===== src/mdq_pkg.sv =====
// Package of the deque block: sizes, codes, state type and helper functions.
`default_nettype none

package mdq_pkg;

   localparam int NUM_QUEUES  = 4;
   localparam int QUEUE_DEPTH = 1024;

   localparam int DATA_W   = 32;
   localparam int OP_W     = 2;
   localparam int QIN_W    = 2;
   localparam int STATUS_W = 2;
   localparam int QSEL_W   = (NUM_QUEUES > 1) ? $clog2(NUM_QUEUES) : 1;
   localparam int PTR_W    = $clog2(QUEUE_DEPTH);
   localparam int CNT_W    = $clog2(QUEUE_DEPTH + 1);
   localparam int STORE_DEPTH = NUM_QUEUES * QUEUE_DEPTH;
   localparam int ADDR_W   = $clog2(STORE_DEPTH);

   typedef enum logic [OP_W-1:0] {
      OP_PUSH  = 2'd0,
      OP_POP   = 2'd1,
      OP_SWAP  = 2'd2,
      OP_CLEAR = 2'd3
   } op_type;

   typedef enum logic [STATUS_W-1:0] {
      STATUS_OK    = 2'd0,
      STATUS_EMPTY = 2'd1,
      STATUS_FULL  = 2'd2
   } status_type;

   typedef enum logic [2:0] {
      ST_IDLE,
      ST_POP_DATA,
      ST_SWAP_B,
      ST_SWAP_W1,
      ST_SWAP_W2
   } state_type;

   // Per-queue pointer update from the controller
   typedef struct packed {
      logic              we;
      logic [QSEL_W-1:0] q;
      logic [PTR_W-1:0]  front;
      logic [CNT_W-1:0]  count;
   } meta_upd_type;

   // Queue selector folded into range by repeated subtraction
   function automatic logic [QSEL_W-1:0] queue_sel(input logic [QIN_W-1:0] w);
      logic [QIN_W-1:0] r;
      r = w;
      for (int i = 0; i < 3; i++) begin
         if (int'(r) >= NUM_QUEUES) r = r - QIN_W'(NUM_QUEUES);
      end
      return QSEL_W'(r);
   endfunction

   // Ring position wrap: input is below twice the depth
   function automatic logic [PTR_W-1:0] pos_wrap(input logic [CNT_W:0] s);
      logic [CNT_W:0] r;
      if (s >= (CNT_W+1)'(QUEUE_DEPTH)) r = s - (CNT_W+1)'(QUEUE_DEPTH);
      else r = s;
      return PTR_W'(r);
   endfunction

   // Element store address of a ring position within a queue's region
   function automatic logic [ADDR_W-1:0] slot_addr(input logic [QSEL_W-1:0] q,
                                                   input logic [PTR_W-1:0] pos);
      return ADDR_W'(ADDR_W'(q) * ADDR_W'(QUEUE_DEPTH)) + ADDR_W'(pos);
   endfunction

endpackage

`default_nettype wire


===== src/mdq_meta.sv =====
// Front index and element count of every queue, cleared by reset.
`default_nettype none

module mdq_meta
   import mdq_pkg::*;
(
   input  wire logic              clock,
   input  wire logic              reset,
   input  wire logic [QSEL_W-1:0] rd_q,
   output logic      [PTR_W-1:0]  rd_front,
   output logic      [CNT_W-1:0]  rd_count,
   input  wire meta_upd_type      upd
);

   logic [PTR_W-1:0] front_ff [NUM_QUEUES];
   logic [CNT_W-1:0] count_ff [NUM_QUEUES];

   // Pointer update for the addressed queue
   always_ff @(posedge clock) begin
      if (reset) begin
         for (int i = 0; i < NUM_QUEUES; i++) begin
            front_ff[i] <= '0;
            count_ff[i] <= '0;
         end
      end else if (upd.we) begin
         front_ff[upd.q] <= upd.front;
         count_ff[upd.q] <= upd.count;
      end
   end

   assign rd_front = front_ff[rd_q];
   assign rd_count = count_ff[rd_q];

endmodule

`default_nettype wire


===== config.mk =====
export PLATFORM = sky130hd
export DESIGN_NAME = mdq_meta
export DESIGN_NICKNAME = d
export VERILOG_FILES = /design/src/mdq_pkg.sv /design/src/mdq_meta.sv
export SDC_FILE = /design/constraint.sdc
export NUM_CORES = 1
export LEC_CHECK = 0
export ABC_AREA = 1
export BUFFER_PORTS_ARGS = -buffer_cell sky130_fd_sc_hd__buf_2
export CELL_PAD_IN_SITES_DETAIL_PLACEMENT = 1
export CELL_PAD_IN_SITES_GLOBAL_PLACEMENT = 1
export CORE_ASPECT_RATIO = 1.5
export CORE_MARGIN = 3
export CORE_UTILIZATION = 47
export CTS_CLUSTER_DIAMETER = 200
export DETAILED_ROUTE_END_ITERATION = 8
export GPL_ROUTABILITY_DRIVEN = 1
export PLACE_DENSITY_LB_ADDON = 0.2
export SYNTH_ARGS = -nofsm -noshare
export SYNTH_HDL_FRONTEND = slang
export SYNTH_SLANG_ARGS = --single-unit

===== constraint.sdc =====
create_clock -name clock -period 3.3 [get_ports clock]
set_input_delay 0.33 -clock clock [delete_from_list [all_inputs] [get_ports clock]]
set_output_delay 0.33 -clock clock [all_outputs]
set_load 0.005 [all_outputs]

==> flow_summary.yaml, run 1 <==
logic_synthesis:
  yosysUniqueCellTypes: 14
  syn-num-nets: 485
  syn_avg_cell_area_um2: 8.91
  synth_most_common_cell: "inv_1"
  netlist_instances: 457
  synth.area.top_cells: "edfxtp_1 (62%), inv_1 (10%), nand2_1 (10%)"
  synth_area_leader_cell: "edfxtp_1"
  ys_ff_latch: 84
  synth_edf_count: 84
  synth_common_cells: "inv_1 (110), nand2_1 (109), edfxtp_1 (84), nor2_1 (83), nand3_1 (43)"
  ys_seq_area_share_pct: 61.9
  yosysWarningCount: 0
  syn_area_um2: 4070
  async_flop_share_pct: 0
  synth-main-ff-cell: "edfxtp_1"
  synth_top_area_share_pct: 61.9
grt:
  grt_use_met2_pct: 41.3
  grt_pass1_vias: 3252
  use_met3_pct: 3.83
  grt_max_degree: 43
  grt_overflow: 0
  antenna_found_initial: 0
  grt_usage_pct: 22.2
  busiest_layer: "met2"
  grt_pass1_wl_um: 15800
  met1_usage_pct: 23.3
worst_setup_path:
  cp-startpoint: "reset"
  crit_arrival_ns: 1.92
  cp-endpoint: "count_ff[0][3]$_SDFFCE_PN0P_"
  crit_path_end_kind: "register"
  worstPathMaxFanout: 22
  cp_data_required_time_ns: 3.32
  start_kind: "input pin"
  crit_type: "in2reg"
power:
  peakVddDrop_mv: 0.483
  p_per_area_nw_per_um2: 540
  p_leak_uw: 0.00230
  clockPowerShare_pct: 38.5
  p_sw_uw: 576
  p_comb_share_pct: 10.1
  pwr-share-seq_pct: 51.4
  intPower_uw: 1920
  netSwitchingFraction_pct: 23.1
placed_design:
  hpwl_um: 6180
  gp_congestion: 0.784
  io_buffers: 48
  pre_cts_slack_ns: 1.01
clocking:
  clock-sinks: 84
  cts_resized: 0
  htree_levels: 3
  cts.path.max_buffers: 2
  cts_buffers: 9
  cts_hold_buffers: 0
  clk_pin_slew_ns: 0.06
  cts_tree: "done"
  post_cts_buffers: 0
  cts-root-buf: "clkbuf_16"
sta:
  setup_violations: 0
  tightest_slew_ns: 1.06
  fin_setup_tns_ns: 0
  drv_slew: 0
  relSlewSlack_pct: 29.2
  report.final.hold_viol_count: 0
  fin_ws_ns: 1.41
  fmax_mhz: 528
  rsz0062_at_grt: "false"
  min_period_over_period_pct: 57.4
  period_minus_slack_ns: 1.89
layout:
  nFillCells: 1015
  final_nets: 528
  antenna_cells: 0
  area_growth_pct: 13.2
  drive_above_1_share_pct: 13.9
floorplan:
  die_height_um: 120
  rows: 41
  core_area_um2: 8410
  die_x_um: 82.0
  dieArea_um2: 9840
  io_pins: 49
  start_util_pct: 48.4
worst_hold_path:
  hold_class: "in2reg"
  min_from: "upd[15]"
  holdPathStages: 3
status:
  outcome: "finished clean"
detailed_routing:
  finalWirelength_um: 9760
  avgRoutedWirePerCell_um: 16.0
  drt_pass1_iterations: 4
  vias_per_cell: 4.93
  vias: 3015
  drtIter0Drc: 134
  route.detailed.drc: 0
  ant_nets: 0
run:
  max-cap-violations: 0
[registers in the layout, indices dropped and copies added, names as in the netlist]
register / flops
front_ff: 40
count_ff: 44
[critical path, stage by stage]
cell	delay [ns]
buf_2	0.12
nor2_4	0.16
nand3_2	0.44
nand2_1	0.54
buf_4	0.33
[layout make-up]
cell class                      count  area (um^2)  share of cell area [%]
Sequential cell                    84         2520                    54.7
Multi-Input combinational cell    240          983                    21.3
Inverter                          112          420                    9.12
Timing Repair Buffer               53          278                    6.02
Clock buffer                       11          233                    5.05
Tap cell                          107          134                    2.90
Clock inverter                      4         41.3                   0.895
[logic make-up (layout without fill, tap and decap cells)]
kind of cell  after synthesis  count (layout)  share of synthesized area, %
buf+inv                   133             180                          13.9
flops                      84              84                          61.9
simple gates              240             240                          24.1
[per-stage QoR]
| stage | hold WS [ns] | total power [uW] | area [um^2] | utilization, % | instances |
|---|---|---|---|---|---|
| 2_1_floorplan | 0.573 | 1460 | 4070 | - | 457 |
| 4_1_cts | 0.339 | 2520 | 4610 | 54.8 | 611 |
| 5_1_grt | 0.360 | 2590 | 4610 | 54.8 | 611 |
| 6_report | 0.346 | 2490 | 4610 | 54.8 | 611 |
| 3_5_place_dp | 0.685 | 1560 | 4340 | 51.6 | 596 |
| 3_3_place_gp | 0.672 | 1540 | 4340 | 51.6 | 596 |
[worst min path at each step]
stage | end | slack [ns]
after global routing | front_ff[1][4]$_SDFFCE_PN0P_ | 0.36
after detailed placement | front_ff[2][4]$_SDFFCE_PN0P_ | 0.69
after CTS | count_ff[3][3]$_DFFE_PP_ | 0.34
after global placement | count_ff[1][0]$_SDFFCE_PN0P_ | 0.67
final | front_ff[2][4]$_SDFFCE_PN0P_ | 0.35
after floorplan | front_ff[3][9]$_DFFE_PP_ | 0.57
[layout by cell type (no fill, tap or decap)]
master / Yosys / final
inv_2: 2 / 2
inv_1: 110 / 110
edfxtp_1: 84 / 84
clkbuf_1: 2 / 2
nand2_1: 109 / 109
nand3_1: 43 / 43
nor2_2: 1 / 1
bufinv_16: 0 / 1
clkbuf_16: 0 / 9
clkinv_1: 0 / 3
nand3_2: 3 / 3
buf_4: 4 / 5
nor2_4: 1 / 1
nor2_1: 83 / 83
buf_2: 7 / 48
[power groups by stage]
stage	Sequential (uW)	Clock [uW]	Combinational [uW]
global placement	1300	0	243
CTS	1280	975	259
detailed placement	1300	0	255
global route	1290	1010	293
finish	1280	959	253
floorplan	1290	0	162
[per-layer routing]
metal  vias to the layer above  wire, um
li1                       1467         -
met1                      1460      3470
met2                        65      5660
met3                        23       347
met4                         0       282
met5                         -         0
No activity file was read; power rests on OpenSTA's default activity.
==> run 2, diff against run 1 <==
CORE_UTILIZATION = 44   (was 47)
clock period = 1.9 ns   (was 3.3 ns; I/O delays follow)
==> run 2 against run 1 <==
  * Combinational power increased by 85%
  * Sequential share of layout area shrank 1.5 points
  * Highest routed layer unchanged
  * Wire length grew 0.70%
  * Global-route usage is 1.8 points lower
  * Critical endpoint is now rd_front[9]
  * Hold slack got worse by 0.15 ns
  * Final area rose by 2.8%
  * Power up 75%
  * Cell count grew 2.1%
  * Critical path depth is 1 higher
  * Clock power is 75% higher
==> flow_summary.yaml, run 2 (same netlist as run 1, synthesis figures left out) <==
clocking:
  cts_resized: 0
  cts-root-buf: "clkbuf_16"
  cts_hold_buffers: 0
  cts_tree: "done"
  htree_levels: 3
  cts_buffers: 9
  cts.path.max_buffers: 2
  clock-sinks: 84
  clk_pin_slew_ns: 0.06
  post_cts_buffers: 0
worst_setup_path:
  critPathSlowestCell: "buf_4"
  crit_type: "in2out"
  cp_top_family: "buffers and inverters"
  cp_data_required_time_ns: 1.71
  crit_buf_inv: 3
  worstPathMaxFanout: 42
  crit_arrival_ns: 1.19
  max_stage_delay_ns: 0.40
  start_kind: "input pin"
  crit_chain: "buf_2 -> buf_4 -> nand2_1 -> nand3_1 -> nand2_1 -> buf_2"
  crit_path_end_kind: "output pin"
sta:
  min_period_over_period_pct: 72.6
  period_minus_slack_ns: 1.38
  setup_violations: 0
  holdWs_ns: 0.194
  drv_slew: 0
  rsz0062_at_grt: "false"
  tightest_slew_ns: 0.484
  relSlewSlack_pct: 67.8
  report.final.hold_viol_count: 0
  fin_setup_tns_ns: 0
  fmax_mhz: 725
layout:
  final_area_um2: 4740
  drive_above_1_share_pct: 15.8
  multiInputGateArea_um2: 983
  largestRegisters: "count_ff x44, front_ff x40"
  final_nets: 537
  nFillCells: 1101
  antenna_cells: 0
  layout_commonest_cell: "inv_1"
  area_growth_pct: 16.4
  regMostFlops: "count_ff"
  final_util_pct: 53.1
  layout_common_cells: "inv_1 (110), nand2_1 (109), edfxtp_1 (84)"
  final-seq-area_um2: 2520
  largest_reg_flops: 44
grt:
  met1_usage_pct: 20.6
  grt_use_met2_pct: 39.9
  grt_usage_pct: 20.4
  use_met3_pct: 3.31
  grt_pass1_wl_um: 15900
  grt_overflow: 0
  grt_max_degree: 43
  busiest_layer: "met2"
  grt_pass1_vias: 3277
  antenna_found_initial: 0
power:
  p_comb_share_pct: 10.7
  p_leak_uw: 0.00237
  p_per_area_nw_per_um2: 920
  netSwitchingFraction_pct: 23.2
  peakVddDrop_mv: 0.567
  pwr-share-seq_pct: 50.8
  intPower_uw: 3350
  clockPowerShare_pct: 38.5
  p_sw_uw: 1010
floorplan:
  start_util_pct: 45.6
  dieArea_um2: 10500
  core_area_um2: 8930
  rows: 42
  io_pins: 49
  die_x_um: 84.6
  die_height_um: 124
status:
  outcome: "finished clean"
detailed_routing:
  drtIter0Drc: 163
  drt_pass1_iterations: 4
  route.detailed.drc: 0
  finalWirelength_um: 9830
  ant_nets: 0
  vias_per_cell: 4.78
  vias: 2980
  avgRoutedWirePerCell_um: 15.8
placed_design:
  hpwl_um: 6260
  io_buffers: 48
  gp_congestion: 0.759
  place_area_um2: 4460
worst_hold_path:
  hold_class: "in2reg"
run:
  max-cap-violations: 0
run 2: cell count changes in the layout (fill, tap and decap cells not counted):
cell | previous run | this run
clkinv_4 | 0 | 1
clkbuf_1 | 2 | 1
buf_4 | 5 | 10
buf_12 | 0 | 4
clkinv_2 | 0 | 1
run 2: final cells by class:
| cell class | instances | area share, % |
|---|---|---|
| multi-input combinational | 240 | 20.7 |
| clock inverter | 6 | 1.16 |
| tap | 110 | 2.90 |
| sequential | 84 | 53.2 |
| inverter | 112 | 8.86 |
| clock buffer | 10 | 4.83 |
| timing repair buffer | 62 | 8.34 |
run 2: metal layers:
layer  wire length [um]  vias to the layer above
met5                  0                        -
met4                217                        0
met3                272                       13
met2               5690                       44
met1               3660                     1440
li1                   -                     1483
run 2: power groups by stage:
stage	combinational [uW]	clock (uW)	sequential (uW)
2_1_floorplan	281	0	2250
3_3_place_gp	461	0	2250
3_5_place_dp	476	0	2260
4_1_cts	483	1720	2220
5_1_grt	537	1790	2230
6_report	468	1680	2220
run 2: path summary, 6_finish.rpt:
| check | from | endpoint | slack, ns | cells past startpoint |
|---|---|---|---|---|
| min | upd[7] | count_ff[2][7]$_SDFFCE_PN0P_ | 0.19 | 3 |
| max | rd_q[0] | rd_front[9] | 0.52 | 6 |
run 2: stage by stage:
step,worst slack (ns),std cells,total power (uW)
after floorplan,0.453,457,2530
after global placement,0.556,608,2710
after detailed placement,0.538,608,2730
after CTS,0.493,624,4430
after global routing,0.439,624,4560
final,0.521,624,4370
==> run 3, diff against run 2 <==
CORE_UTILIZATION = 40   (was 44)
clock period = 1.2 ns   (was 1.9 ns; I/O delays follow)
==> run 3 against run 2 <==
  * The run now ends with negative setup slack left
  * Final area rose by 3.7%
  * Utilization is 2.9 points lower
  * Via count increased by 1.1%
  * Largest power group unchanged
  * Critical path depth decreased by 1
  * Hold slack got worse by 0.070 ns
  * Clock power grew 69%
  * First-iteration DRC count is 19% lower
  * Clock-buffer cell count grew 1
  * Combinational power is 71% higher
  * Global-route usage decreased by 1.9 points
  * Worst setup slack got worse by 0.56 ns
==> flow_summary.yaml, run 3 (same netlist as run 1, synthesis figures left out) <==
layout:
  layout_common_cells: "inv_1 (107), nand2_1 (104), edfxtp_1 (84)"
  largest_reg_flops: 44
  layout_commonest_cell: "inv_1"
  regMostFlops: "count_ff"
  final_area_um2: 4920
  final_nets: 540
  area_growth_pct: 20.8
  nFillCells: 1167
  largestRegisters: "count_ff x44, front_ff x40"
  drive_above_1_share_pct: 20.0
  antenna_cells: 0
sta:
  tightest_slew_ns: 0.273
  rsz0062_at_grt: "true"
  period_minus_slack_ns: 1.23
  relSlewSlack_pct: 81.8
  setup_violations: 3
  holdWs_ns: 0.123
  report.final.hold_viol_count: 0
  min_period_over_period_pct: 103
  drv_slew: 0
  fmax_mhz: 810
  fin_ws_ns: -0.0345
status:
  violations: "negative setup slack"
  outcome: "finished with violations"
grt:
  grt_pass1_wl_um: 15500
  grt_max_degree: 25
  grt_overflow: 0
  antenna_found_initial: 0
  grt_usage_pct: 18.5
  grt_pass1_vias: 3204
power:
  p_per_area_nw_per_um2: 1450
  finalPower_uw: 7150
  peakVddDrop_mv: 0.917
  p_leak_uw: 0.00243
placed_design:
  gp_congestion: 0.740
  place_area_um2: 4540
  io_buffers: 48
  hpwl_um: 6390
worst_setup_path:
  start_kind: "register"
  critPathSlowestCell: "edfxtp_1"
  crit_path_end_kind: "output pin"
  crit_buf_inv: 2
  crit_chain: "inv_1 -> nand2_1 -> nand3_2 -> nand2_2 -> buf_6"
  crit_type: "reg2out"
  cp_top_family: "flip-flops"
  worstPathMaxFanout: 1
  cp_data_required_time_ns: 1.08
  crit_arrival_ns: 1.11
  max_stage_delay_ns: 0.37
detailed_routing:
  finalWirelength_um: 9540
  avgRoutedWirePerCell_um: 15.1
  drtIter0Drc: 132
  vias_per_cell: 4.78
  ant_nets: 0
  route.detailed.drc: 0
  vias: 3014
  drt_pass1_iterations: 5
clocking:
  htree_levels: 3
  cts_hold_buffers: 0
  cts_tree: "done"
  cts_buffers: 9
  clk_pin_slew_ns: 0.06
  cts-root-buf: "clkbuf_16"
  clock-sinks: 84
  post_cts_buffers: 0
  cts.path.max_buffers: 2
floorplan:
  die_height_um: 130
  dieArea_um2: 11500
  start_util_pct: 41.6
  core_area_um2: 9800
  die_x_um: 88.4
  io_pins: 49
  rows: 44
worst_hold_path:
  hold_class: "in2reg"
run:
  max-cap-violations: 0
-- run 3: per-layer routing --
layer	vias up	track usage, %	wire [um]
li1	1492	-	-
met1	1472	19.6	3640
met2	38	35.3	5480
met3	12	4.20	268
met4	0	5.69	159
met5	-	0	0
-- run 3: area by class of cell --
type / count / area, um^2 / share of cell area, %
Timing Repair Buffer: 65 / 480 / 9.77
Inverter: 112 / 420 / 8.55
Sequential cell: 84 / 2520 / 51.3
Clock inverter: 3 / 63.8 / 1.30
Multi-Input combinational cell: 240 / 1060 / 21.5
Clock buffer: 11 / 233 / 4.73
Tap cell: 115 / 144 / 2.92
-- run 3: what timing repair did --
item                                    CTS  global route
pin swaps                                11            14
resized for setup                         6            16
endpoints found under the setup margin   14            21
-- run 3: tightest hold or removal path, stage by stage --
cell,delay (ns)
buf_2,0.07
inv_1,0.06
nor2_1,0.09
-- run 3: worst paths after layout --
path                                  endpoint  slack, ns  cells after the start                         start
setup / recovery                   rd_front[0]      -0.03                      5  front_ff[0][0]$_SDFFCE_PN0P_
hold / removal    count_ff[2][1]$_SDFFCE_PN0P_       0.12                      3                        upd[1]
-- run 3: stage by stage --
step	setup slack, ns	setup TNS, ns	util [%]	cells
2_1_floorplan	-0.177	-11.12	-	457
3_3_place_gp	0.113	0	46.3	616
3_5_place_dp	0.0801	0	46.3	616
4_1_cts	-0.0464	-0.311	49.6	630
5_1_grt	-0.0867	-1.24	50.2	630
6_report	-0.0345	-0.0662	50.2	630
-- run 3: where the power goes --
| group | leakage (uW) | switching (uW) | internal [uW] |
|---|---|---|---|
| clock network | 0.000143 | 1040 | 1790 |
| logic | 0.00147 | 491 | 308 |
| registers | 0.000816 | 57.7 | 3460 |
