==> src/mdq_pkg.sv <==
// Package of the deque block: sizes, codes, state type and helper functions.
`default_nettype none

package mdq_pkg;

   localparam int NUM_QUEUES  = 4;
   localparam int QUEUE_DEPTH = 1024;

   localparam int DATA_W   = 32;
   localparam int OP_W     = 2;
   localparam int QIN_W    = 2;
   localparam int STATUS_W = 2;
   localparam int QSEL_W   = (NUM_QUEUES > 1) ? $clog2(NUM_QUEUES) : 1;
   localparam int PTR_W    = $clog2(QUEUE_DEPTH);
   localparam int CNT_W    = $clog2(QUEUE_DEPTH + 1);
   localparam int STORE_DEPTH = NUM_QUEUES * QUEUE_DEPTH;
   localparam int ADDR_W   = $clog2(STORE_DEPTH);

   typedef enum logic [OP_W-1:0] {
      OP_PUSH  = 2'd0,
      OP_POP   = 2'd1,
      OP_SWAP  = 2'd2,
      OP_CLEAR = 2'd3
   } op_type;

   typedef enum logic [STATUS_W-1:0] {
      STATUS_OK    = 2'd0,
      STATUS_EMPTY = 2'd1,
      STATUS_FULL  = 2'd2
   } status_type;

   typedef enum logic [2:0] {
      ST_IDLE,
      ST_POP_DATA,
      ST_SWAP_B,
      ST_SWAP_W1,
      ST_SWAP_W2
   } state_type;

   // Per-queue pointer update from the controller
   typedef struct packed {
      logic              we;
      logic [QSEL_W-1:0] q;
      logic [PTR_W-1:0]  front;
      logic [CNT_W-1:0]  count;
   } meta_upd_type;

   // Queue selector folded into range by repeated subtraction
   function automatic logic [QSEL_W-1:0] queue_sel(input logic [QIN_W-1:0] w);
      logic [QIN_W-1:0] r;
      r = w;
      for (int i = 0; i < 3; i++) begin
         if (int'(r) >= NUM_QUEUES) r = r - QIN_W'(NUM_QUEUES);
      end
      return QSEL_W'(r);
   endfunction

   // Ring position wrap: input is below twice the depth
   function automatic logic [PTR_W-1:0] pos_wrap(input logic [CNT_W:0] s);
      logic [CNT_W:0] r;
      if (s >= (CNT_W+1)'(QUEUE_DEPTH)) r = s - (CNT_W+1)'(QUEUE_DEPTH);
      else r = s;
      return PTR_W'(r);
   endfunction

   // Element store address of a ring position within a queue's region
   function automatic logic [ADDR_W-1:0] slot_addr(input logic [QSEL_W-1:0] q,
                                                   input logic [PTR_W-1:0] pos);
      return ADDR_W'(ADDR_W'(q) * ADDR_W'(QUEUE_DEPTH)) + ADDR_W'(pos);
   endfunction

endpackage

`default_nettype wire

==> src/mdq_ctrl.sv <==
// Request sequencer: pointer arithmetic, element store access and result register.
`default_nettype none

module mdq_ctrl
   import mdq_pkg::*;
(
   input  wire logic                     clock,
   input  wire logic                     reset,
   // request channel
   input  wire logic                     req_valid,
   output logic                          req_ready,
   input  wire logic [OP_W-1:0]          req_op,
   input  wire logic [QIN_W-1:0]         req_which_queue,
   input  wire logic                     req_at_back,
   input  wire logic signed [DATA_W-1:0] req_value,
   // result channel
   output logic                          rsp_valid,
   input  wire logic                     rsp_ready,
   output logic [STATUS_W-1:0]           rsp_status,
   output logic signed [DATA_W-1:0]      rsp_popped,
   // queue pointers
   output logic [QSEL_W-1:0]             meta_q,
   input  wire logic [PTR_W-1:0]         cur_front,
   input  wire logic [CNT_W-1:0]         cur_count,
   output meta_upd_type                  meta_upd,
   // element store
   output logic                          ram_we,
   output logic [ADDR_W-1:0]             ram_waddr,
   output logic [DATA_W-1:0]             ram_wdata,
   output logic [ADDR_W-1:0]             ram_raddr,
   input  wire logic [DATA_W-1:0]        ram_rd_data
);

   state_type                  state_ff, state_in;
   logic [ADDR_W-1:0]          addr_a_ff, addr_a_in;
   logic [ADDR_W-1:0]          addr_b_ff, addr_b_in;
   logic [DATA_W-1:0]          hold_ff, hold_in;
   logic                       rsp_valid_ff, rsp_valid_in;
   status_type                 rsp_status_ff, rsp_status_in;
   logic signed [DATA_W-1:0]   rsp_popped_ff, rsp_popped_in;

   logic                       accept;
   logic                       load_rsp;
   logic [QSEL_W-1:0]          q_sel;
   logic [CNT_W:0]             end_sum;
   logic [PTR_W-1:0]           front_dec, front_inc, back_push_pos, back_pop_pos;
   logic                       is_full, is_empty, too_few;

   // Pointer arithmetic for the addressed queue
   always_comb begin
      q_sel    = queue_sel(req_which_queue);
      end_sum  = (CNT_W+1)'(cur_front) + (CNT_W+1)'(cur_count);
      back_push_pos = pos_wrap(end_sum);
      back_pop_pos  = pos_wrap(end_sum - (CNT_W+1)'(1));
      front_dec = (cur_front == '0) ? PTR_W'(QUEUE_DEPTH - 1) : cur_front - PTR_W'(1);
      front_inc = (cur_front == PTR_W'(QUEUE_DEPTH - 1)) ? '0 : cur_front + PTR_W'(1);
      is_full  = (cur_count == CNT_W'(QUEUE_DEPTH));
      is_empty = (cur_count == '0);
      too_few  = (cur_count < CNT_W'(2));
   end

   assign meta_q = q_sel;
   assign accept = req_valid && req_ready;

   // Next state
   always_comb begin
      state_in = state_ff;
      unique case (state_ff)
         ST_IDLE: begin
            if (accept) begin
               if (op_type'(req_op) == OP_POP && !is_empty) state_in = ST_POP_DATA;
               else if (op_type'(req_op) == OP_SWAP && !too_few) state_in = ST_SWAP_B;
            end
         end
         ST_POP_DATA: state_in = ST_IDLE;
         ST_SWAP_B:   state_in = ST_SWAP_W1;
         ST_SWAP_W1:  state_in = ST_SWAP_W2;
         ST_SWAP_W2:  state_in = ST_IDLE;
         default:     state_in = ST_IDLE;
      endcase
   end

   // Outputs per state
   always_comb begin
      req_ready     = 1'b0;
      ram_we        = 1'b0;
      ram_waddr     = addr_a_ff;
      ram_wdata     = hold_ff;
      ram_raddr     = addr_b_ff;
      meta_upd.we    = 1'b0;
      meta_upd.q     = q_sel;
      meta_upd.front = cur_front;
      meta_upd.count = cur_count;
      load_rsp      = 1'b0;
      rsp_status_in = STATUS_OK;
      rsp_popped_in = '0;
      addr_a_in     = addr_a_ff;
      addr_b_in     = addr_b_ff;
      hold_in       = hold_ff;
      unique case (state_ff)
         ST_IDLE: begin
            req_ready = !rsp_valid_ff || rsp_ready;
            ram_raddr = (op_type'(req_op) == OP_POP && req_at_back)
                        ? slot_addr(q_sel, back_pop_pos) : slot_addr(q_sel, cur_front);
            addr_a_in = slot_addr(q_sel, cur_front);
            addr_b_in = slot_addr(q_sel, front_inc);
            if (accept) begin
               unique case (op_type'(req_op))
                  OP_PUSH: begin
                     load_rsp = 1'b1;
                     if (is_full) begin
                        rsp_status_in = STATUS_FULL;
                     end else begin
                        ram_we    = 1'b1;
                        ram_waddr = req_at_back ? slot_addr(q_sel, back_push_pos)
                                                : slot_addr(q_sel, front_dec);
                        ram_wdata = req_value;
                        meta_upd.we    = 1'b1;
                        meta_upd.front = req_at_back ? cur_front : front_dec;
                        meta_upd.count = cur_count + CNT_W'(1);
                     end
                  end
                  OP_POP: begin
                     if (is_empty) begin
                        load_rsp      = 1'b1;
                        rsp_status_in = STATUS_EMPTY;
                     end else begin
                        meta_upd.we    = 1'b1;
                        meta_upd.front = req_at_back ? cur_front : front_inc;
                        meta_upd.count = cur_count - CNT_W'(1);
                     end
                  end
                  OP_SWAP: begin
                     if (too_few) begin
                        load_rsp      = 1'b1;
                        rsp_status_in = STATUS_EMPTY;
                     end
                  end
                  OP_CLEAR: begin
                     load_rsp       = 1'b1;
                     meta_upd.we    = 1'b1;
                     meta_upd.front = '0;
                     meta_upd.count = '0;
                  end
                  default: ;
               endcase
            end
         end
         ST_POP_DATA: begin
            load_rsp      = 1'b1;
            rsp_popped_in = signed'(ram_rd_data);
         end
         ST_SWAP_B: begin
            // first front word arrives, second is being read
            ram_raddr = addr_b_ff;
            hold_in   = ram_rd_data;
         end
         ST_SWAP_W1: begin
            ram_we    = 1'b1;
            ram_waddr = addr_a_ff;
            ram_wdata = ram_rd_data;
         end
         ST_SWAP_W2: begin
            ram_we    = 1'b1;
            ram_waddr = addr_b_ff;
            ram_wdata = hold_ff;
            load_rsp  = 1'b1;
         end
         default: ;
      endcase
   end

   // Result register: filled on completion, emptied when taken
   always_comb begin
      if (load_rsp) rsp_valid_in = 1'b1;
      else if (rsp_ready) rsp_valid_in = 1'b0;
      else rsp_valid_in = rsp_valid_ff;
   end

   always_ff @(posedge clock) begin
      if (reset) begin
         state_ff     <= ST_IDLE;
         rsp_valid_ff <= 1'b0;
      end else begin
         state_ff     <= state_in;
         rsp_valid_ff <= rsp_valid_in;
      end
   end

   always_ff @(posedge clock) begin
      addr_a_ff <= addr_a_in;
      addr_b_ff <= addr_b_in;
      hold_ff   <= hold_in;
      if (load_rsp) begin
         rsp_status_ff <= rsp_status_in;
         rsp_popped_ff <= rsp_popped_in;
      end
   end

   assign rsp_valid  = rsp_valid_ff;
   assign rsp_status = rsp_status_ff;
   assign rsp_popped = rsp_popped_ff;

endmodule

`default_nettype wire

==> config.mk <==
export PLATFORM = sky130hd
export DESIGN_NAME = mdq_ctrl
export DESIGN_NICKNAME = d
export VERILOG_FILES = /design/src/mdq_pkg.sv /design/src/mdq_ctrl.sv
export SDC_FILE = /design/constraint.sdc
export NUM_CORES = 1
export LEC_CHECK = 0
export ABC_AREA = 1
export ABC_CLOCK_PERIOD_IN_PS = 8100
export BUFFER_PORTS_ARGS = -buffer_cell sky130_fd_sc_hd__buf_2
export CORE_MARGIN = 4
export CORE_UTILIZATION = 56
export DETAILED_ROUTE_END_ITERATION = 6
export GPL_TIMING_DRIVEN = 0
export PLACE_DENSITY = 0.87
export SYNTH_ARGS = -nofsm -noshare
export SYNTH_HDL_FRONTEND = slang
export SYNTH_SLANG_ARGS = --single-unit
==> constraint.sdc <==
create_clock -name clock -period 8.1 [get_ports clock]
set_input_delay 0 -clock clock [delete_from_list [all_inputs] [get_ports clock]]
set_output_delay 0 -clock clock [all_outputs]
set_load 0.005 [all_outputs]
==> summary.txt, run 1 <==
Clock tree
  – CTS Buffer Depth: 2
  – Post-CTS Setup Bufs: 0
  – CTS tree: yes
  – # clock sinks: 92
  – Total CTS buffers: 9
  – Clk root buf: clkbuf_16
  – Reg clk slew, reported paths: 0.06 ns
  – # H-tree levels: 3
  – Clock latency on the worst-skew pair: 0.34 ns

Layout
  – Area growth, synth to finish: 29.46%
  – Layout Nets: roughly 1300
  – # fillers: about 870
  – Layout cells sized above 1: 0.2206

Timing
  – Period utilization: 0.3678
  – Final slew viol count: 0
  – Final min period: 2.979 ns
  – Setup violators final: 0
  – Least-Margin Pin Slew: 1.058 ns
  – Fmax: roughly 340 MHz
  – Final hold violation count: 0
  – RSZ-0062 raised after global routing: no
  – Slew Limit Headroom: 0.2905
  – Worst Skew: ~0.0059 ns
  – TNS Setup: 0 ns

Yosys
  – Post-synth EDFFs: 88
  – Sequential fraction of the synthesis area: 0.4045
  – Most area-hungry cell type in the Yosys netlist: edfxtp_1
  – Flops & latches, synth: 92
  – Synth area leaders: edfxtp_1 (39%), nand2_1 (9.9%), inv_1 (7.0%)
  – Main synth FF type: edfxtp_1
  – Top-area cell type share of the netlist area: 0.3926
  – Syn avg cell area: about 7.5 um^2
  – Post-synthesis cell count: 903
  – Synth warn: 0
  – FFs w/ async S/R, synth: 0
  – Syn_nets: 1018
  – Post-Syn Area: 0.006731 mm^2
  – Number of distinct library cells after synthesis: 41

Power and ir drop
  – PnR Total Power: 1.509 mW
  – Leakage: 4.127 nW
  – VDD IR-drop max: about 0.12 mV
  – Pwr Density: 173.2 mW/mm^2

Setup path
  – CP required: 8.10 ns
  – Worst EP arrival: 2.98 ns
  – Critical path peak fanout: 8
  – CP Launch Type: primary input
  – CP most frequent cell: nor2_1
  – CP delay by family, top: simple AND/OR/NAND/NOR gates
  – Crit-path cells: dlygate4sd3_1 > buf_2 > ha_1 > fa_1 > nor2_1 > nor2_1 > nor2_1 > nand3_1 > nor2_1 > nand3_1 > o21bai_1 > nand3_1 > a21oi_1 > buf_2
  – Worst path bufs/invs: 3
  – CP Class: primary input to output pin
  – Max stage delay on crit path: 0.53 ns
  – Crit-path slowest cell: dlygate4sd3_1
  – CP Capture Type: output pin

Routing
  – Initial DRC Count: approximately 1100
  – First drt pass iteration count: 6
  – DRC viols: 0
  – Routed WL per cell: between 15 and 20 um
  – DR vias: between 7000 and 8000
  – Vias per std cell: 5.934
  – Routed WL: 24710 um
  – Final ANT Viol Nets: 0

Run status
  – Status: finished, final reports clean

GRT
  – Initial antenna violation count: 2
  – First-pass GRT wire length: 38600 um
  – Total congestion overflow: 0
  – Vias in the first global route: 7464
  – Largest net degree at the start of global routing: 36
  – Gr usage total: 0.3447

Min path
  – Hold Crit Class: primary input to register

Die
  – IO Count: 213
  – Die Wd: 117.6 um
  – Starting Density: 0.5796
  – FP Rows: 39
  – Core box area: roughly 0.012 mm^2
  – Die Y: 117.6 um
  – Die area: 0.01384 mm^2

Job
  – Max-cap violations: 0

Placement
  – DP Wirelength: 18180 um
  – GP Congestion: 1.030
  – Quantity of I/O buffers inserted on ports: 211
[power breakdown]
group	total, mW	internal [mW]	switching [mW]	leakage, nW
clock network	0.412	0.238	0.174	0.139
logic	0.500	0.188	0.312	3.10
registers	0.597	0.579	0.0184	0.883
total	1.51	1.00	0.504	4.13
[flip-flops by register name (all words and copies together), names as in the netlist]
register,cells
rsp_status,2
rsp_valid,1
state_ff,3
addr_a_ff,12
rsp_popped,32
addr_b_ff,10
hold_ff,32
[stage by stage]
step / setup slack (ns) / hold slack, ns / utilization / instances / instance area [um^2]
floorplan: 4.896 / 0.07238 / - / 903 / 6731
global placement: 3.919 / 0.1915 / 0.6860 / 1257 / 7966
detailed placement: 5.322 / 0.1939 / 0.6892 / 1259 / 8004
CTS: 5.232 / 0.004459 / 0.7499 / 1317 / 8710
global route: 5.003 / 0.01704 / 0.7504 / 1319 / 8715
finish: 5.121 / 0.02397 / 0.7504 / 1319 / 8715
[final cells by class]
type / instances / area (um^2) / share of cell area
buffer: 45 / 226.5 / 0.02599
antenna: 2 / 5.005 / 0.0005743
tap: 143 / 178.9 / 0.02053
clock inverter: 5 / 52.55 / 0.006030
clock buffer: 11 / 232.7 / 0.02670
multi-input combinational: 636 / 3303 / 0.3790
inverter: 130 / 490.5 / 0.05628
sequential: 92 / 2723 / 0.3124
timing repair buffer: 255 / 1503 / 0.1724
[path summary, 6_finish.rpt]
check               start       endpoint  slack, ns  cells after the start
max reg2reg   state_ff[1]  rsp_status[0]       5.37                      5
max          cur_front[0]   ram_raddr[9]       5.12                     14
min reg2reg     rsp_valid      rsp_valid       0.66                      4
min          cur_front[8]   addr_a_ff[8]       0.02                      1
[cells in the final DEF (no fill, tap or decap), types with 11 or more instances in the layout]
cell type / synthesis / final
a21oi_1: 33 / 33
o211ai_1: 11 / 11
o221ai_1: 34 / 34
nand4_1: 14 / 14
nor2_1: 116 / 116
ha_1: 20 / 20
inv_1: 125 / 125
clkbuf_1: 25 / 26
nand3_1: 85 / 84
dlygate4sd3_1: 0 / 42
buf_2: 6 / 217
nand2_1: 177 / 177
edfxtp_1: 88 / 88
o21ai_0: 90 / 90
[per-layer routing]
layer	share of wire	wire length (um)	global-route usage	vias to the layer above
met5	0	0	0	-
met4	0.043	1066	0.1663	0
met3	0.11	2827	0.06487	94
met2	0.48	11770	0.5832	581
met1	0.37	9046	0.4239	3539
li1	-	-	-	3613
[synthesized netlist by cell type (all sizes together) (11+ instances only)]
| library cell | instances |
|---|---|
| nand2 | 179 |
| inv | 127 |
| nor2 | 122 |
| o21ai | 95 |
| edfxtp | 88 |
| nand3 | 85 |
| a21oi | 34 |
| o221ai | 34 |
| clkbuf | 25 |
| buf | 20 |
| ha | 20 |
| nand4 | 14 |
| o211ai | 11 |
[logic make-up after synthesis]
| kind of cell | Yosys count | share of synthesized area |
|---|---|---|
| compound gates | 190 | 0.1701 |
| xor+xnor | 10 | 0.01301 |
| fa+ha+maj | 21 | 0.04015 |
| buf+inv | 175 | 0.1063 |
| flops | 92 | 0.4045 |
| simple gates | 415 | 0.2660 |
[repair_timing]
item | in CTS | in global routing
hold buffers | 42 | 0
hold endpoints to repair | 52 | 0
resized for setup | 0 | 0
setup endpoints to repair | 0 | 0
Note: power is estimated with default switching activity, not from simulation.
==> run 2: changes to the inputs <==
--- a/config.mk
+++ b/config.mk
@@ -6,13 +6,13 @@
 export NUM_CORES = 1
 export LEC_CHECK = 0
 export ABC_AREA = 1
-export ABC_CLOCK_PERIOD_IN_PS = 8100
+export ABC_CLOCK_PERIOD_IN_PS = 2400
 export BUFFER_PORTS_ARGS = -buffer_cell sky130_fd_sc_hd__buf_2
 export CORE_MARGIN = 4
-export CORE_UTILIZATION = 56
+export CORE_UTILIZATION = 47
 export DETAILED_ROUTE_END_ITERATION = 6
 export GPL_TIMING_DRIVEN = 0
-export PLACE_DENSITY = 0.87
+export PLACE_DENSITY = 0.77
 export SYNTH_ARGS = -nofsm -noshare
 export SYNTH_HDL_FRONTEND = slang
 export SYNTH_SLANG_ARGS = --single-unit
==> constraint.sdc (replaced) <==
create_clock -name clock -period 2.4 [get_ports clock]
set_input_delay 0 -clock clock [delete_from_list [all_inputs] [get_ports clock]]
set_output_delay 0 -clock clock [all_outputs]
set_load 0.005 [all_outputs]
==> summary.txt, run 2 (same netlist as run 1, synthesis figures left out) <==
Routing
  – Vias per std cell: 5.577 (-6.0%)
  – DRC viols: 0 (unchanged)
  – First drt pass iteration count: 5 (-1)
  – DR vias: 7579 (-3.2%)
  – Final ANT Viol Nets: 0 (unchanged)
  – Routed WL per cell: 17.43 um (-6.9%)
  – Routed WL: 23690 um (-4.1%)
  – Initial DRC Count: 703 (-38%)

Layout
  – Area growth, synth to finish: 32.90%
  – Final non-filler cell total: 1359 (+3.0%)
  – Design area: 0.008946 mm^2 (+2.7%)
  – Layout Nets: 1289 (+0.39%)
  – ANT cells: 0 (-2)
  – Commonest non-fill, non-tap cell in the layout: buf_2
  – Most frequent cells in the layout: buf_2 (217), nand2_1 (175), inv_1 (125)
  – Layout cells sized above 1: 0.2426 (+0.02197)

Clock tree
  – CTS tree: yes
  – # clock sinks: 92 (unchanged)
  – # H-tree levels: 3 (unchanged)
  – Reg clk slew, reported paths: 0.07 ns (about the same)
  – Total CTS buffers: 9 (unchanged)
  – Clk root buf: clkbuf_16
  – CTS Buffer Depth: 2 (unchanged)
  – Clock latency on the worst-skew pair: 0.34 ns (about the same)

Setup path
  – Critical path peak fanout: 10 (+2)
  – CP Class: register to output pin
  – CP required: 2.40 ns (-5.70 ns)
  – Worst EP arrival: 2.30 ns (-0.68 ns)
  – CP Launch Type: register
  – CP Capture Type: output pin

Die
  – FP Rows: 43 (+10%)
  – Starting Density: 0.4831 (-0.09654)
  – Core box area: 0.01393 mm^2 (+20%)
  – Die Y: 127.7 um (+8.5%)
  – IO Count: 213 (unchanged)
  – Die Wd: 127.7 um (+8.5%)
  – Die area: 0.01630 mm^2 (+18%)

Timing
  – Final hold violation count: 0 (unchanged)
  – RSZ-0062 raised after global routing: no
  – Least-Margin Pin Slew: 0.9033 ns (-0.1551 ns)
  – Hold slack final: 0.03015 ns (+0.006174 ns)
  – Period utilization: 0.9565
  – Worst Skew: 0.007270 ns (+0.001379 ns)
  – Slew Limit Headroom: 0.3958 (+0.1053)
  – Final min period: 2.296 ns
  – Fmax: 435.6 MHz
  – Setup violators final: 0 (unchanged)
  – Final slew viol count: 0 (unchanged)

Run status
  – Status: finished, final reports clean

Power and ir drop
  – Leakage: 4.188 nW (+1.5%)
  – VDD IR-drop max: 0.3752 mV (+200%)
  – Pwr Density: 587.3 mW/mm^2 (+240%)

Min path
  – Hold Crit Class: primary input to register

GRT
  – Initial antenna violation count: 0 (-2)
  – Vias in the first global route: 7120 (-4.6%)
  – Largest net degree at the start of global routing: 36 (unchanged)
  – First-pass GRT wire length: 36790 um (-4.7%)
  – Total congestion overflow: 0 (unchanged)
  – Gr usage total: 0.2828 (-0.06188)

Placement
  – DP Area: 0.008058 mm^2 (+0.67%)
  – DP Wirelength: 18140 um (-0.17%)
  – GP Congestion: 0.9623 (-6.6%)
  – Quantity of I/O buffers inserted on ports: 211 (unchanged)
  – Dpl cells: 1295 (+2.9%)

Job
  – Max-cap violations: 0 (unchanged)
-- run 2: critical path, stage by stage (launching register included) --
cell	delay (ns)
dfxtp_1	0.43
clkinv_2	0.18
nand2_4	0.20
nor2_4	0.06
nand2_4	0.11
nor2_4	0.05
buf_6	0.14
inv_4	0.09
buf_4	0.18
nor2_1	0.06
o221ai_1	0.25
buf_2	0.19
-- run 2: area by class of cell --
type	count	area, um^2
Fill cell	1247	4989
Multi-Input combinational cell	636	3382
Sequential cell	92	2723
Timing Repair Buffer	261	1562
Inverter	130	493.0
Buffer	44	237.7
Clock buffer	9	225.2
Tap cell	180	225.2
Clock inverter	7	98.84
-- run 2: through the flow --
stage / total power [mW] / utilization / setup WS [ns] / setup TNS [ns]
after CTS: 5.220 / 0.6366 / 0.002364 / 0
after detailed placement: 3.627 / 0.5783 / -0.3784 / -13.17
after floorplan: 2.893 / - / 0.2248 / 0
after global routing: 5.525 / 0.6420 / 0.002628 / 0
final: 5.254 / 0.6420 / 0.1043 / 0
after global placement: 3.598 / 0.5757 / -0.4400 / -32.82
-- run 2: timing repair --
item	4_1_cts	5_1_grt
hold endpoints to repair	60	0
endpoints found under the setup margin	71	40
setup buffers	3	2
pin swaps	1	3
gates resized for setup	10	21
hold buffers	44	0
-- run 2: path summary, 6_finish.rpt --
check | from | end | slack (ns) | cells past startpoint
max reg2reg | state_ff[0] | rsp_popped[4] | 0.16 | 6
min reg2reg | rsp_valid | rsp_valid | 0.65 | 4
min | rsp_ready | rsp_valid | 0.03 | 4
max | state_ff[2] | ram_wdata[22] | 0.10 | 11
-- run 2: layer usage --
metal,wire (um),global-route usage,vias to the layer above
met3,2054,0.03500,50
li1,-,-,3627
met2,11220,0.4741,432
met1,9735,0.3773,3470
met5,0,0,-
met4,680,0.1036,0
-- run 2: where the power goes --
group / switching (mW) / internal (mW) / leakage (nW) / total (mW)
Combinational: 1.04 / 0.672 / 3.15 / 1.71
Clock: 0.619 / 0.918 / 0.156 / 1.54
Sequential: 0.0590 / 1.95 / 0.883 / 2.01
